**config.mk**
```make
export PLATFORM = sky130hd
export DESIGN_NAME = ipv4_header_parse_check
export DESIGN_NICKNAME = d
export VERILOG_FILES = /design/src/iphpc_pkg.sv /design/src/iphpc_core.sv /design/src/ipv4_header_parse_check.sv
export SDC_FILE = /design/constraint.sdc
export NUM_CORES = 1
export LEC_CHECK = 0
export CAP_MARGIN = 10
export CELL_PAD_IN_SITES_DETAIL_PLACEMENT = 1
export CELL_PAD_IN_SITES_GLOBAL_PLACEMENT = 1
export CORE_MARGIN = 5
export CORE_UTILIZATION = 50
export CTS_CLUSTER_SIZE = 40
export DETAILED_ROUTE_END_ITERATION = 8
export DONT_BUFFER_PORTS = 1
export PLACE_DENSITY_LB_ADDON = 0.1
export SYNTH_ARGS = -nofsm -noshare
export SYNTH_HDL_FRONTEND = slang
export SYNTH_HIERARCHICAL = 1
export SYNTH_SLANG_ARGS = --single-unit
```
**constraint.sdc**
```tcl
create_clock -name aclk -period 18.16 [get_ports aclk]
set_input_delay 2.724 -clock aclk [delete_from_list [all_inputs] [get_ports aclk]]
set_output_delay 2.724 -clock aclk [all_outputs]
set_load 0.01 [all_outputs]
```
**src/iphpc_pkg.sv**
```systemverilog
package iphpc_pkg;

    localparam logic [1:0] ST_OK          = 2'd0;
    localparam logic [1:0] ST_BAD_VERSION = 2'd1;
    localparam logic [1:0] ST_CHECKSUM    = 2'd2;
    localparam logic [1:0] ST_SHORT_IHL   = 2'd3;

    localparam int unsigned RES_W    = 158;
    localparam int unsigned M_DATA_W = 160;

    // first member sits in the top bits, so status lands at bit 0
    typedef struct packed {
        logic [15:0] payload_len;
        logic [31:0] dest_addr;
        logic [31:0] source_addr;
        logic [7:0]  protocol;
        logic [7:0]  time_to_live;
        logic [12:0] fragment_offset;
        logic [2:0]  flag_bits;
        logic [15:0] ident;
        logic [15:0] total_length;
        logic [7:0]  service_type;
        logic [3:0]  header_words;
        logic [1:0]  status;
    } res_t;

endpackage

```
**src/iphpc_core.sv**
```systemverilog
module iphpc_core (
    input  logic             aclk,
    input  logic             aresetn,
    input  logic             accept,
    input  logic [7:0]       data_byte,
    input  logic             first_byte,
    input  logic [15:0]      frame_len,
    input  logic [3:0]       expected_version,
    output logic             res_valid,
    output iphpc_pkg::res_t  res
);
    import iphpc_pkg::*;

    // byte positions within the header (version/IHL byte is position 0)
    localparam logic [5:0] K_TOS      = 6'd1;
    localparam logic [5:0] K_LEN_HI   = 6'd2;
    localparam logic [5:0] K_LEN_LO   = 6'd3;
    localparam logic [5:0] K_ID_HI    = 6'd4;
    localparam logic [5:0] K_ID_LO    = 6'd5;
    localparam logic [5:0] K_FF_HI    = 6'd6;
    localparam logic [5:0] K_FF_LO    = 6'd7;
    localparam logic [5:0] K_TTL      = 6'd8;
    localparam logic [5:0] K_PROTO    = 6'd9;
    localparam logic [5:0] K_CSUM_HI  = 6'd10;
    localparam logic [5:0] K_CSUM_LO  = 6'd11;
    localparam logic [5:0] K_SRC_0    = 6'd12;
    localparam logic [5:0] K_SRC_1    = 6'd13;
    localparam logic [5:0] K_SRC_2    = 6'd14;
    localparam logic [5:0] K_SRC_3    = 6'd15;
    localparam logic [5:0] K_DST_0    = 6'd16;
    localparam logic [5:0] K_DST_1    = 6'd17;
    localparam logic [5:0] K_DST_2    = 6'd18;
    localparam logic [5:0] K_DST_3    = 6'd19;
    localparam logic [3:0] IHL_MIN    = 4'd5;

    logic        in_header_reg, in_header_next;
    logic [5:0]  byte_count_reg, byte_count_next;
    logic [20:0] sum_reg, sum_next;
    logic [7:0]  high_byte_reg, high_byte_next;
    logic [15:0] frame_len_reg, frame_len_next;
    logic [3:0]  ihl_reg, ihl_next;
    logic [15:0] given_csum_reg, given_csum_next;
    logic [7:0]  tos_reg, tos_next;
    logic [15:0] total_len_reg, total_len_next;
    logic [15:0] ident_reg, ident_next;
    logic [15:0] ff_reg, ff_next;
    logic [7:0]  ttl_reg, ttl_next;
    logic [7:0]  proto_reg, proto_next;
    logic [31:0] src_reg, src_next;
    logic [31:0] dst_reg, dst_next;

    logic [1:0]  status;
    logic [16:0] fold1;
    logic [15:0] fold2;
    logic [15:0] csum_calc;
    logic [15:0] hdr_bytes;

    // end-around carry fold of the running sum; two passes cover 21 bits
    always_comb begin
        fold1     = {1'b0, sum_next[15:0]} + {12'b0, sum_next[20:16]};
        fold2     = fold1[15:0] + {15'b0, fold1[16]};
        csum_calc = ~fold2;
    end

    always_comb begin
        in_header_next  = in_header_reg;
        byte_count_next = byte_count_reg;
        sum_next        = sum_reg;
        high_byte_next  = high_byte_reg;
        frame_len_next  = frame_len_reg;
        ihl_next        = ihl_reg;
        given_csum_next = given_csum_reg;
        tos_next        = tos_reg;
        total_len_next  = total_len_reg;
        ident_next      = ident_reg;
        ff_next         = ff_reg;
        ttl_next        = ttl_reg;
        proto_next      = proto_reg;
        src_next        = src_reg;
        dst_next        = dst_reg;
        res_valid       = 1'b0;
        status          = ST_OK;

        if (accept && first_byte) begin
            frame_len_next  = frame_len;
            ihl_next        = data_byte[3:0];
            given_csum_next = '0;
            sum_next        = '0;
            high_byte_next  = data_byte;
            byte_count_next = 6'd1;
            in_header_next  = 1'b0;
            tos_next        = '0;
            total_len_next  = '0;
            ident_next      = '0;
            ff_next         = '0;
            ttl_next        = '0;
            proto_next      = '0;
            src_next        = '0;
            dst_next        = '0;
            if (data_byte[7:4] != expected_version) begin
                res_valid = 1'b1;
                status    = ST_BAD_VERSION;
            end else if (data_byte[3:0] < IHL_MIN) begin
                res_valid = 1'b1;
                status    = ST_SHORT_IHL;
            end else begin
                in_header_next = 1'b1;
            end
        end else if (accept && in_header_reg) begin
            case (byte_count_reg)
                K_TOS:     tos_next              = data_byte;
                K_LEN_HI:  total_len_next[15:8]  = data_byte;
                K_LEN_LO:  total_len_next[7:0]   = data_byte;
                K_ID_HI:   ident_next[15:8]      = data_byte;
                K_ID_LO:   ident_next[7:0]       = data_byte;
                K_FF_HI:   ff_next[15:8]         = data_byte;
                K_FF_LO:   ff_next[7:0]          = data_byte;
                K_TTL:     ttl_next              = data_byte;
                K_PROTO:   proto_next            = data_byte;
                K_CSUM_HI: given_csum_next[15:8] = data_byte;
                K_CSUM_LO: given_csum_next[7:0]  = data_byte;
                K_SRC_0:   src_next[31:24]       = data_byte;
                K_SRC_1:   src_next[23:16]       = data_byte;
                K_SRC_2:   src_next[15:8]        = data_byte;
                K_SRC_3:   src_next[7:0]         = data_byte;
                K_DST_0:   dst_next[31:24]       = data_byte;
                K_DST_1:   dst_next[23:16]       = data_byte;
                K_DST_2:   dst_next[15:8]        = data_byte;
                K_DST_3:   dst_next[7:0]         = data_byte;
                default:   ;
            endcase

            // odd positions close a 16-bit word; the checksum word is skipped
            if (byte_count_reg[0]) begin
                if (byte_count_reg != K_CSUM_LO) begin
                    sum_next = sum_reg + {5'b0, high_byte_reg, data_byte};
                end
            end else begin
                high_byte_next = data_byte;
            end

            if (({1'b0, byte_count_reg} + 7'd1) >= {1'b0, ihl_reg, 2'b00}) begin
                in_header_next  = 1'b0;
                byte_count_next = '0;
                res_valid       = 1'b1;
                status          = (csum_calc == given_csum_next) ? ST_OK : ST_CHECKSUM;
            end else begin
                byte_count_next = byte_count_reg + 6'd1;
            end
        end
    end

    always_comb begin
        hdr_bytes           = {10'b0, ihl_next, 2'b00};
        res.status          = status;
        res.header_words    = ihl_next;
        res.service_type    = tos_next;
        res.total_length    = total_len_next;
        res.ident           = ident_next;
        res.flag_bits       = ff_next[15:13];
        res.fragment_offset = ff_next[12:0];
        res.time_to_live    = ttl_next;
        res.protocol        = proto_next;
        res.source_addr     = src_next;
        res.dest_addr       = dst_next;
        res.payload_len     = (frame_len_next > hdr_bytes) ? (frame_len_next - hdr_bytes)
                                                           : 16'd0;
    end

    always_ff @(posedge aclk) begin
        if (!aresetn) begin
            in_header_reg  <= 1'b0;
            byte_count_reg <= '0;
        end else begin
            in_header_reg  <= in_header_next;
            byte_count_reg <= byte_count_next;
        end
    end

    always_ff @(posedge aclk) begin
        sum_reg        <= sum_next;
        high_byte_reg  <= high_byte_next;
        frame_len_reg  <= frame_len_next;
        ihl_reg        <= ihl_next;
        given_csum_reg <= given_csum_next;
        tos_reg        <= tos_next;
        total_len_reg  <= total_len_next;
        ident_reg      <= ident_next;
        ff_reg         <= ff_next;
        ttl_reg        <= ttl_next;
        proto_reg      <= proto_next;
        src_reg        <= src_next;
        dst_reg        <= dst_next;
    end

endmodule

```
**src/ipv4_header_parse_check.sv**
```systemverilog
// IPv4 header parser with header checksum check. Packet bytes come in one per
// transaction on the s_ channel, the first byte flagged on s_tuser together with
// the frame length. Each byte is absorbed when accepted (field capture plus
// one 16-bit word add into the running sum), so the block sustains one byte per
// clock while s_tready is high; the carry fold and checksum compare sit in the
// same pass as the last header byte. At most one result per packet leaves on
// m_tdata, registered, once the last header byte (IHL*4 bytes) or a first byte
// that already fails the version or IHL check is taken. A skid stage behind the
// output register keeps s_tready high until two results are waiting downstream.
// Bytes after the header are dropped until the next first byte.
module ipv4_header_parse_check (
    input  logic         aclk,
    input  logic         aresetn,
    input  logic         s_tvalid,
    output logic         s_tready,
    input  logic [23:0]  s_tdata,   // data_byte[7:0], frame_len[23:8]
    input  logic         s_tuser,   // first_byte
    output logic         m_tvalid,
    input  logic         m_tready,
    output logic [159:0] m_tdata,   // status[1:0], header_words[5:2], service_type[13:6],
                                    // total_length[29:14], ident[45:30], flag_bits[48:46],
                                    // fragment_offset[61:49], time_to_live[69:62],
                                    // protocol[77:70], source_addr[109:78],
                                    // dest_addr[141:110], payload_len[157:142], zero pad
    input  logic         cfg_valid,
    output logic         cfg_ready,
    input  logic [3:0]   cfg_data   // expected_version
);
    import iphpc_pkg::*;

    localparam logic [3:0] VERSION_RESET = 4'd4;

    logic [3:0] exp_version_reg;
    logic       accept;
    logic       res_valid;
    res_t       res;
    logic       out_valid_reg;
    res_t       out_reg;
    logic       skid_valid_reg;
    res_t       skid_reg;

    assign cfg_ready = 1'b1;
    assign s_tready  = !skid_valid_reg;
    assign accept    = s_tvalid && s_tready;
    assign m_tvalid  = out_valid_reg;
    assign m_tdata   = {{(M_DATA_W - RES_W){1'b0}}, out_reg};

    always_ff @(posedge aclk) begin
        if (!aresetn) begin
            exp_version_reg <= VERSION_RESET;
        end else if (cfg_valid && cfg_ready) begin
            exp_version_reg <= cfg_data;
        end
    end

    iphpc_core u_core (
        .aclk             (aclk),
        .aresetn          (aresetn),
        .accept           (accept),
        .data_byte        (s_tdata[7:0]),
        .first_byte       (s_tuser),
        .frame_len        (s_tdata[23:8]),
        .expected_version (exp_version_reg),
        .res_valid        (res_valid),
        .res              (res)
    );

    // output register with skid; a new result can only arrive while skid is empty
    always_ff @(posedge aclk) begin
        if (!aresetn) begin
            out_valid_reg  <= 1'b0;
            skid_valid_reg <= 1'b0;
        end else if (!out_valid_reg || m_tready) begin
            if (skid_valid_reg) begin
                out_valid_reg  <= 1'b1;
                skid_valid_reg <= 1'b0;
            end else begin
                out_valid_reg  <= res_valid;
            end
        end else if (res_valid) begin
            skid_valid_reg <= 1'b1;
        end
    end

    always_ff @(posedge aclk) begin
        if (!out_valid_reg || m_tready) begin
            out_reg <= skid_valid_reg ? skid_reg : res;
        end else if (res_valid) begin
            skid_reg <= res;
        end
    end

endmodule

```
==> results of run 1 <==
-- cells in the final DEF (no fill, tap or decap), types with 50 or more instances in the layout --
cell type  Yosys  final
mux2i_1      127    127
mux2_4        87     87
mux2_2        72     72
dfxtp_1      206    205
edfxtp_1     324    324
a21oi_1       97     97
nand2_1      148    148
clkbuf_16      0     56
nand3_1       50     50
nor2_1       176    175
-- layer usage --
metal | track usage (%) | vias up | part of all wire, %
met5 | 0 | - | 0
met4 | 5.23 | 0 | 1.7
met3 | 4.49 | 62 | 4.5
met2 | 36.7 | 252 | 49
met1 | 28.3 | 6524 | 44
li1 | - | 6058 | -
-- worst paths after layout --
| check | startpoint | to | slack, ps |
|---|---|---|---|
| setup / recovery | s_tdata[0] | m_tdata[1] | 8630 |
| hold / removal | u_core/given_csum_reg[0] | u_core/given_csum_reg[0] | 460 |
| setup reg to reg | u_core/sum_reg[0] | m_tdata[1] | 10430 |
| hold reg to reg | u_core/given_csum_reg[0] | u_core/given_csum_reg[0] | 460 |
-- kinds of logic (layout without fill, tap and decap cells) --
kind of cell               Yosys count  in the layout
other                                2              3
DFF                                530            530
xor gates and xnor gates            61             61
and+or+nand+nor                    466            466
muxes                              287            287
adders and majority gates           38             38
buffers and inverters              128            160
AOI/OAI and AO/OA                  184            184
-- per-stage QoR --
stage | hold WS (ps) | cell area, sq um
6_report | 457 | 24500
3_5_place_dp | 444 | 22600
5_1_grt | 488 | 24500
4_1_cts | 458 | 24500
2_1_floorplan | 422 | 22200
3_3_place_gp | 441 | 22600
-- cells in the mapped netlist, types with 10 or more instances --
cell / count / area share, %
a21o_1: 14 / 0.47
a21oi_1: 97 / 2.2
and3_1: 10 / 0.28
buf_2: 13 / 0.29
buf_6: 12 / 0.61
clkbuf_1: 44 / 0.75
dfxtp_1: 206 / 19
edfxtp_1: 324 / 44
ha_1: 35 / 2.0
inv_1: 41 / 0.69
mux2_2: 72 / 3.7
mux2_4: 87 / 5.9
mux2i_1: 127 / 5.7
nand2_1: 148 / 2.5
nand3_1: 50 / 1.1
nor2_1: 176 / 3.0
nor3_1: 13 / 0.29
o21ai_0: 20 / 0.45
xnor2_1: 49 / 1.9
xor2_1: 11 / 0.43
-- cell type report --
| type | count | area share [%] |
|---|---|---|
| clock inverters | 40 | 1.71 |
| well taps | 592 | 3.02 |
| multi-input cells | 1039 | 31.6 |
| repair buffers | 13 | 0.501 |
| flip-flops and latches | 530 | 56.6 |
| clock buffers | 64 | 5.93 |
| inverters | 43 | 0.664 |
-- worst max-delay path: cells and delay by family --
kind / cells / cell delay (ps)
and+or+nand+nor: 14 / 2940
xor gates and xnor gates: 1 / 160
muxes: 1 / 280
adders and majority gates: 5 / 1340
buffers and inverters: 2 / 120
AOI/OAI and AO/OA: 12 / 2350
-- report_power, final --
part / internal, mW / switching, mW / total (mW)
clock: 0.676 / 0.476 / 1.15
sequential: 1.32 / 0.0302 / 1.35
combinational: 0.0460 / 0.0714 / 0.117
==> results.md, run 1 <==
- Area Overhead vs Synth: 10.5%
- Worst vdd ir: roughly 150 uV
- Vias after detailed routing: 12,896
- Clk pin slew, worst setup/hold paths: 60 ps
- Final setup margin: about 8600 ps
- Hold depth: 2
- Post-synth EDFFs: between 300 and 400
- Die width: 221 um
- R2R cell count: 35
- Root buf cell: clkbuf_16
- CP required: between 15,000 and 20,000 ps
- Slew @ Worst Pin: between 1000 and 1500 ps
- Synth Area in Adders: about 2.2%
- Initial Utilization: around half
- CTS Sinks: 530
- Area of the multi-input gates: roughly 7700 sq um
- Post-CTS setup buffers: 0
- Placed Instances: ~2,200
- Row Count: 77
- CP max stage delay: around 410 ps
- CTS tree: yes
- Yosys warnings: 6
- Die area: 48,600 sq um
- Hold Path Class: flop to flop
- Worst Path Max Fanout: 25
- Crit path DAT: 9890 ps
- GRT Util Overall: 21.5%
- Vias in the first global route: between 10,000 and 15,000
- Status: finished clean
- DR WL/cell: about 23 um
- Initial drt markers: approximately 820
- First-pass DRT Iterations: 4
- Final period utilization: a little over half
- Clk_lat worst skew: between 600 and 700 ps
- Most frequent CP cell: ha_1
- Finished Layout Cells: roughly 2,300
- Num CTS Buffers: between 50 and 60
- Leakage: 9.91 nW
- Hold_buf cts: 0
- Fin nets: about 1,800
- Seq/Total Area, Yosys: a little over three fifths
- RePlAce Congestion: ~0.87
- FF+latch count, synth: 530
- Fin Setup TNS: 0 ps
- Final Setup Violations: 0
- Startpoint types: input pin
- Post-synthesis mux area share: 15.3%
- PD cells: ~110 nW/um^2
- Slew Limit Fails: 0
- XOR/XNOR Fraction of Synth Area: 2.47%
- Simple-gate area share of the yosys netlist: around a tenth
- Cell area after synthesis: about 22,000 sq um
- CORE AREA: about 44,000 sq um
- Clk buf depth: 3
- Final Skew: ~40 ps
- Largest family of logic cells by synthesized area: multiplexers
- Share of cells above drive strength 1: approximately 17%
- Fin. Hold Viols: 0
- Final worst path period need: approximately 9500 ps
- Detailed placement HPWL: between 30,000 and 40,000 um
- Max-cap violations: 0
- Die Height: 221 um
- Final Power: 2.61 mW
- Largest net degree at the start of global routing: between 150 and 200
- Ys async rst share: 0%
- First-pass GRT wire length: about 81,000 um
- FILL cells: ~4,300
- Via/cell ratio: roughly 5.6
- Synthesized instance count: 1,696
- Slew Limit Headroom: a little under a quarter
- Diodes inserted: 0
- Antenna violations before repair: 0
- Synth Area in Compound Gates: 5.15%
- Critical-path top delay cell: or4_1
- DP Worst Slack: 8070 ps
- Post-route core utilization: around 56%
- Grt ovf: 0
- Highest clock rate: around 0.10 GHz
- Setup crit end kind: flop
- Post-synth cell types: between 70 and 80
- Seq. cell area: 13,900 sq um
- Resize count post-CTS: 0
- Port Buffers: 0
- CTS HTree Levels: 2
- RSZ-0062 raised after global routing: no
- Routed WL: 53,200 um
- Syn_area_per_cell: about 13 sq um
- DRC: 0
- Antenna Nets Post-Route: 0
- Most used DFF post-synth: edfxtp_1
- Io pins: a little under 200
- Kind of critical path: input pin to flop
Power figures use the tool's default switching activity.
==> inputs of run 2 (changes only) <==
==> constraint.sdc (replaced) <==
create_clock -name aclk -period 9 [get_ports aclk]
set_input_delay 1.35 -clock aclk [delete_from_list [all_inputs] [get_ports aclk]]
set_output_delay 1.35 -clock aclk [all_outputs]
set_load 0.01 [all_outputs]
==> run 2 against run 1 <==
  * Combinational power increased by 100%
  * Via count is 0.40% higher
  * Count of clock-buffer cells in the layout rose by 8
==> results.md, run 2 (synthesis results as in run 1) <==
- Slew Limit Headroom: 30.6% (was 23.4%)
- CP required: 9340 ps (was 18,510 ps)
- Clk pin slew, worst setup/hold paths: 60 ps (about the same)
- Initial drt markers: 779 (was 824)
- CTS Sinks: 530 (unchanged)
- Detailed placement HPWL: 33,000 um (was 32,600 um)
- Leakage: 9.95 nW (was 9.91 nW)
- Most frequent cells in the layout: edfxtp_1 (324), dfxtp_1 (205), nor2_1 (175) (unchanged)
- CTS HTree Levels: 2 (unchanged)
- DRC: 0 (unchanged)
- Critical-path top delay cell: fa_1 (was or4_1)
- Design area: 24,500 sq um (about the same)
- Diodes inserted: 0 (unchanged)
- Row Count: 77 (unchanged)
- Clk buf depth: 3 (unchanged)
- Worst Path Max Fanout: 25 (unchanged)
- Resize count post-CTS: 0 (unchanged)
- Largest net degree at the start of global routing: 115 (was 173)
- Vias after detailed routing: 12,948 (was 12,896)
- Crit path DAT: 8560 ps (was 9890 ps)
- CORE AREA: 44,000 sq um (unchanged)
- Vias in the first global route: 13,602 (was 13,396)
- Final Skew: 27.8 ps (was 40.4 ps)
- Antenna violations before repair: 2 (was 0)
- Status: finished clean (unchanged)
- Highest clock rate: 0.122 GHz
- Startpoint types: input pin (unchanged)
- Port Buffers: 0 (unchanged)
- Clk pwr share: 43.9% (was 44.0%)
- DR WL/cell: 22.8 um (was 22.9 um)
- CTS tree: yes (unchanged)
- Hold_buf cts: 0 (unchanged)
- Hold Path Class: flop to flop (unchanged)
- Slew Limit Fails: 0 (unchanged)
- Share of cells above drive strength 1: 17.3% (was 16.7%)
- Flop pwr share: 51.6% (was 51.5%)
- Antenna Nets Post-Route: 0 (unchanged)
- Clk_lat worst skew: 610 ps (about the same)
- PD cells: 215 nW/um^2 (was 107 nW/um^2)
- Placed instance area: 22,700 sq um (was 22,600 sq um)
- Routed WL: 53,000 um (was 53,200 um)
- Most frequent CP cell: ha_1 (unchanged)
- Final period utilization: a little over 90%
- Fin nets: 1,759 (was 1,754)
- Slew @ Worst Pin: 1040 ps (was 1130 ps)
- First-pass GRT wire length: 81,400 um (was 80,600 um)
- Via/cell ratio: 5.57 (was 5.56)
- Commonest non-fill, non-tap cell in the layout: edfxtp_1 (unchanged)
- Worst vdd ir: 166 uV (was 150 uV)
- Combinational fraction of design power: 4.5% (about the same)
- P_int: 4.11 mW (was 2.04 mW)
- Sw frac: 21.8% (was 22.1%)
- Kind of critical path: input pin to flop (unchanged)
- Die area: 48,600 sq um (unchanged)
- Max-cap violations: 0 (unchanged)
- Initial Utilization: 50.4% (unchanged)
- CP max stage delay: 410 ps (about the same)
- Num CTS Buffers: 54 (was 55)
- Root buf cell: clkbuf_16 (unchanged)
- RSZ-0062 raised after global routing: no (unchanged)
- P_sw: 1.15 mW (was 577 uW)
- Area Overhead vs Synth: 10.6% (was 10.5%)
- Post-route core utilization: 55.7% (was 55.6%)
- Post-CTS setup buffers: 0 (unchanged)
- Io pins: 197 (unchanged)
- First-pass DRT Iterations: 5 (was 4)
- GRT Util Overall: 21.6% (was 21.5%)
- Final worst path period need: just over 8000 ps
- Die Height: 221 um (unchanged)
- Setup crit end kind: flop (unchanged)
- Grt ovf: 0 (unchanged)
- Die width: 221 um (unchanged)
- RePlAce Congestion: 0.838 (was 0.869)
- Final Setup Violations: 0 (unchanged)
- Fin. Hold Viols: 0 (unchanged)
-- run 2: cell type report --
class,instances,area (sq um)
clock buffers,72,1560
fillers,4315,19500
multi-input cells,1039,7730
clock inverters,29,307
repair buffers,19,155
inverters,43,163
flip-flops and latches,530,13900
well taps,592,741
-- run 2: worst paths after layout --
kind | from | end | slack, ps | cells after the start
worst max-delay path | s_tdata[0] | m_tdata[1] | 780 | 35
worst max register to register | u_core/sum_reg[0] | m_tdata[1] | 1190 | 35
worst min register to register | u_core/frame_len_reg[5] | u_core/frame_len_reg[5] | 450 | 2
worst min-delay path | u_core/frame_len_reg[5] | u_core/frame_len_reg[5] | 450 | 2
-- run 2: per-layer routing --
| metal | global-route usage [%] | share of wire (%) | vias to the layer above |
|---|---|---|---|
| met5 | 0 | 0 | - |
| met2 | 36.2 | 49 | 255 |
| li1 | - | - | 6054 |
| met4 | 4.73 | 1.9 | 0 |
| met1 | 29.1 | 45 | 6566 |
| met3 | 4.75 | 4.7 | 73 |
-- run 2: through the flow --
stage | std cells | hold WS [ps] | total power [mW] | worst slack (ps) | TNS, ps
6_report | 2324 | 453 | 5.26 | 775 | 0
3_3_place_gp | 2223 | 440 | 3.00 | 568 | 0
2_1_floorplan | 1697 | 422 | 2.95 | -929 | -146850
4_1_cts | 2324 | 453 | 5.32 | 839 | 0
5_1_grt | 2324 | 475 | 5.46 | 361 | 0
3_5_place_dp | 2223 | 440 | 3.01 | 222 | 0
-- run 2: power groups by stage --
stage	combinational (mW)	sequential (mW)	clock (mW)
2_1_floorplan	0.193	2.75	0
3_3_place_gp	0.230	2.77	0
3_5_place_dp	0.236	2.77	0
4_1_cts	0.238	2.72	2.37
5_1_grt	0.261	2.72	2.48
6_report	0.235	2.72	2.31
-- run 2: critical path, delay by kind of cell --
| kind | cells | cell delay (ps) |
|---|---|---|
| AOI/OAI and AO/OA | 12 | 2310 |
| xor gates and xnor gates | 1 | 170 |
| adders and majority gates | 5 | 1350 |
| buffers and inverters | 2 | 110 |
| muxes | 1 | 270 |
| and+or+nand+nor | 14 | 2980 |
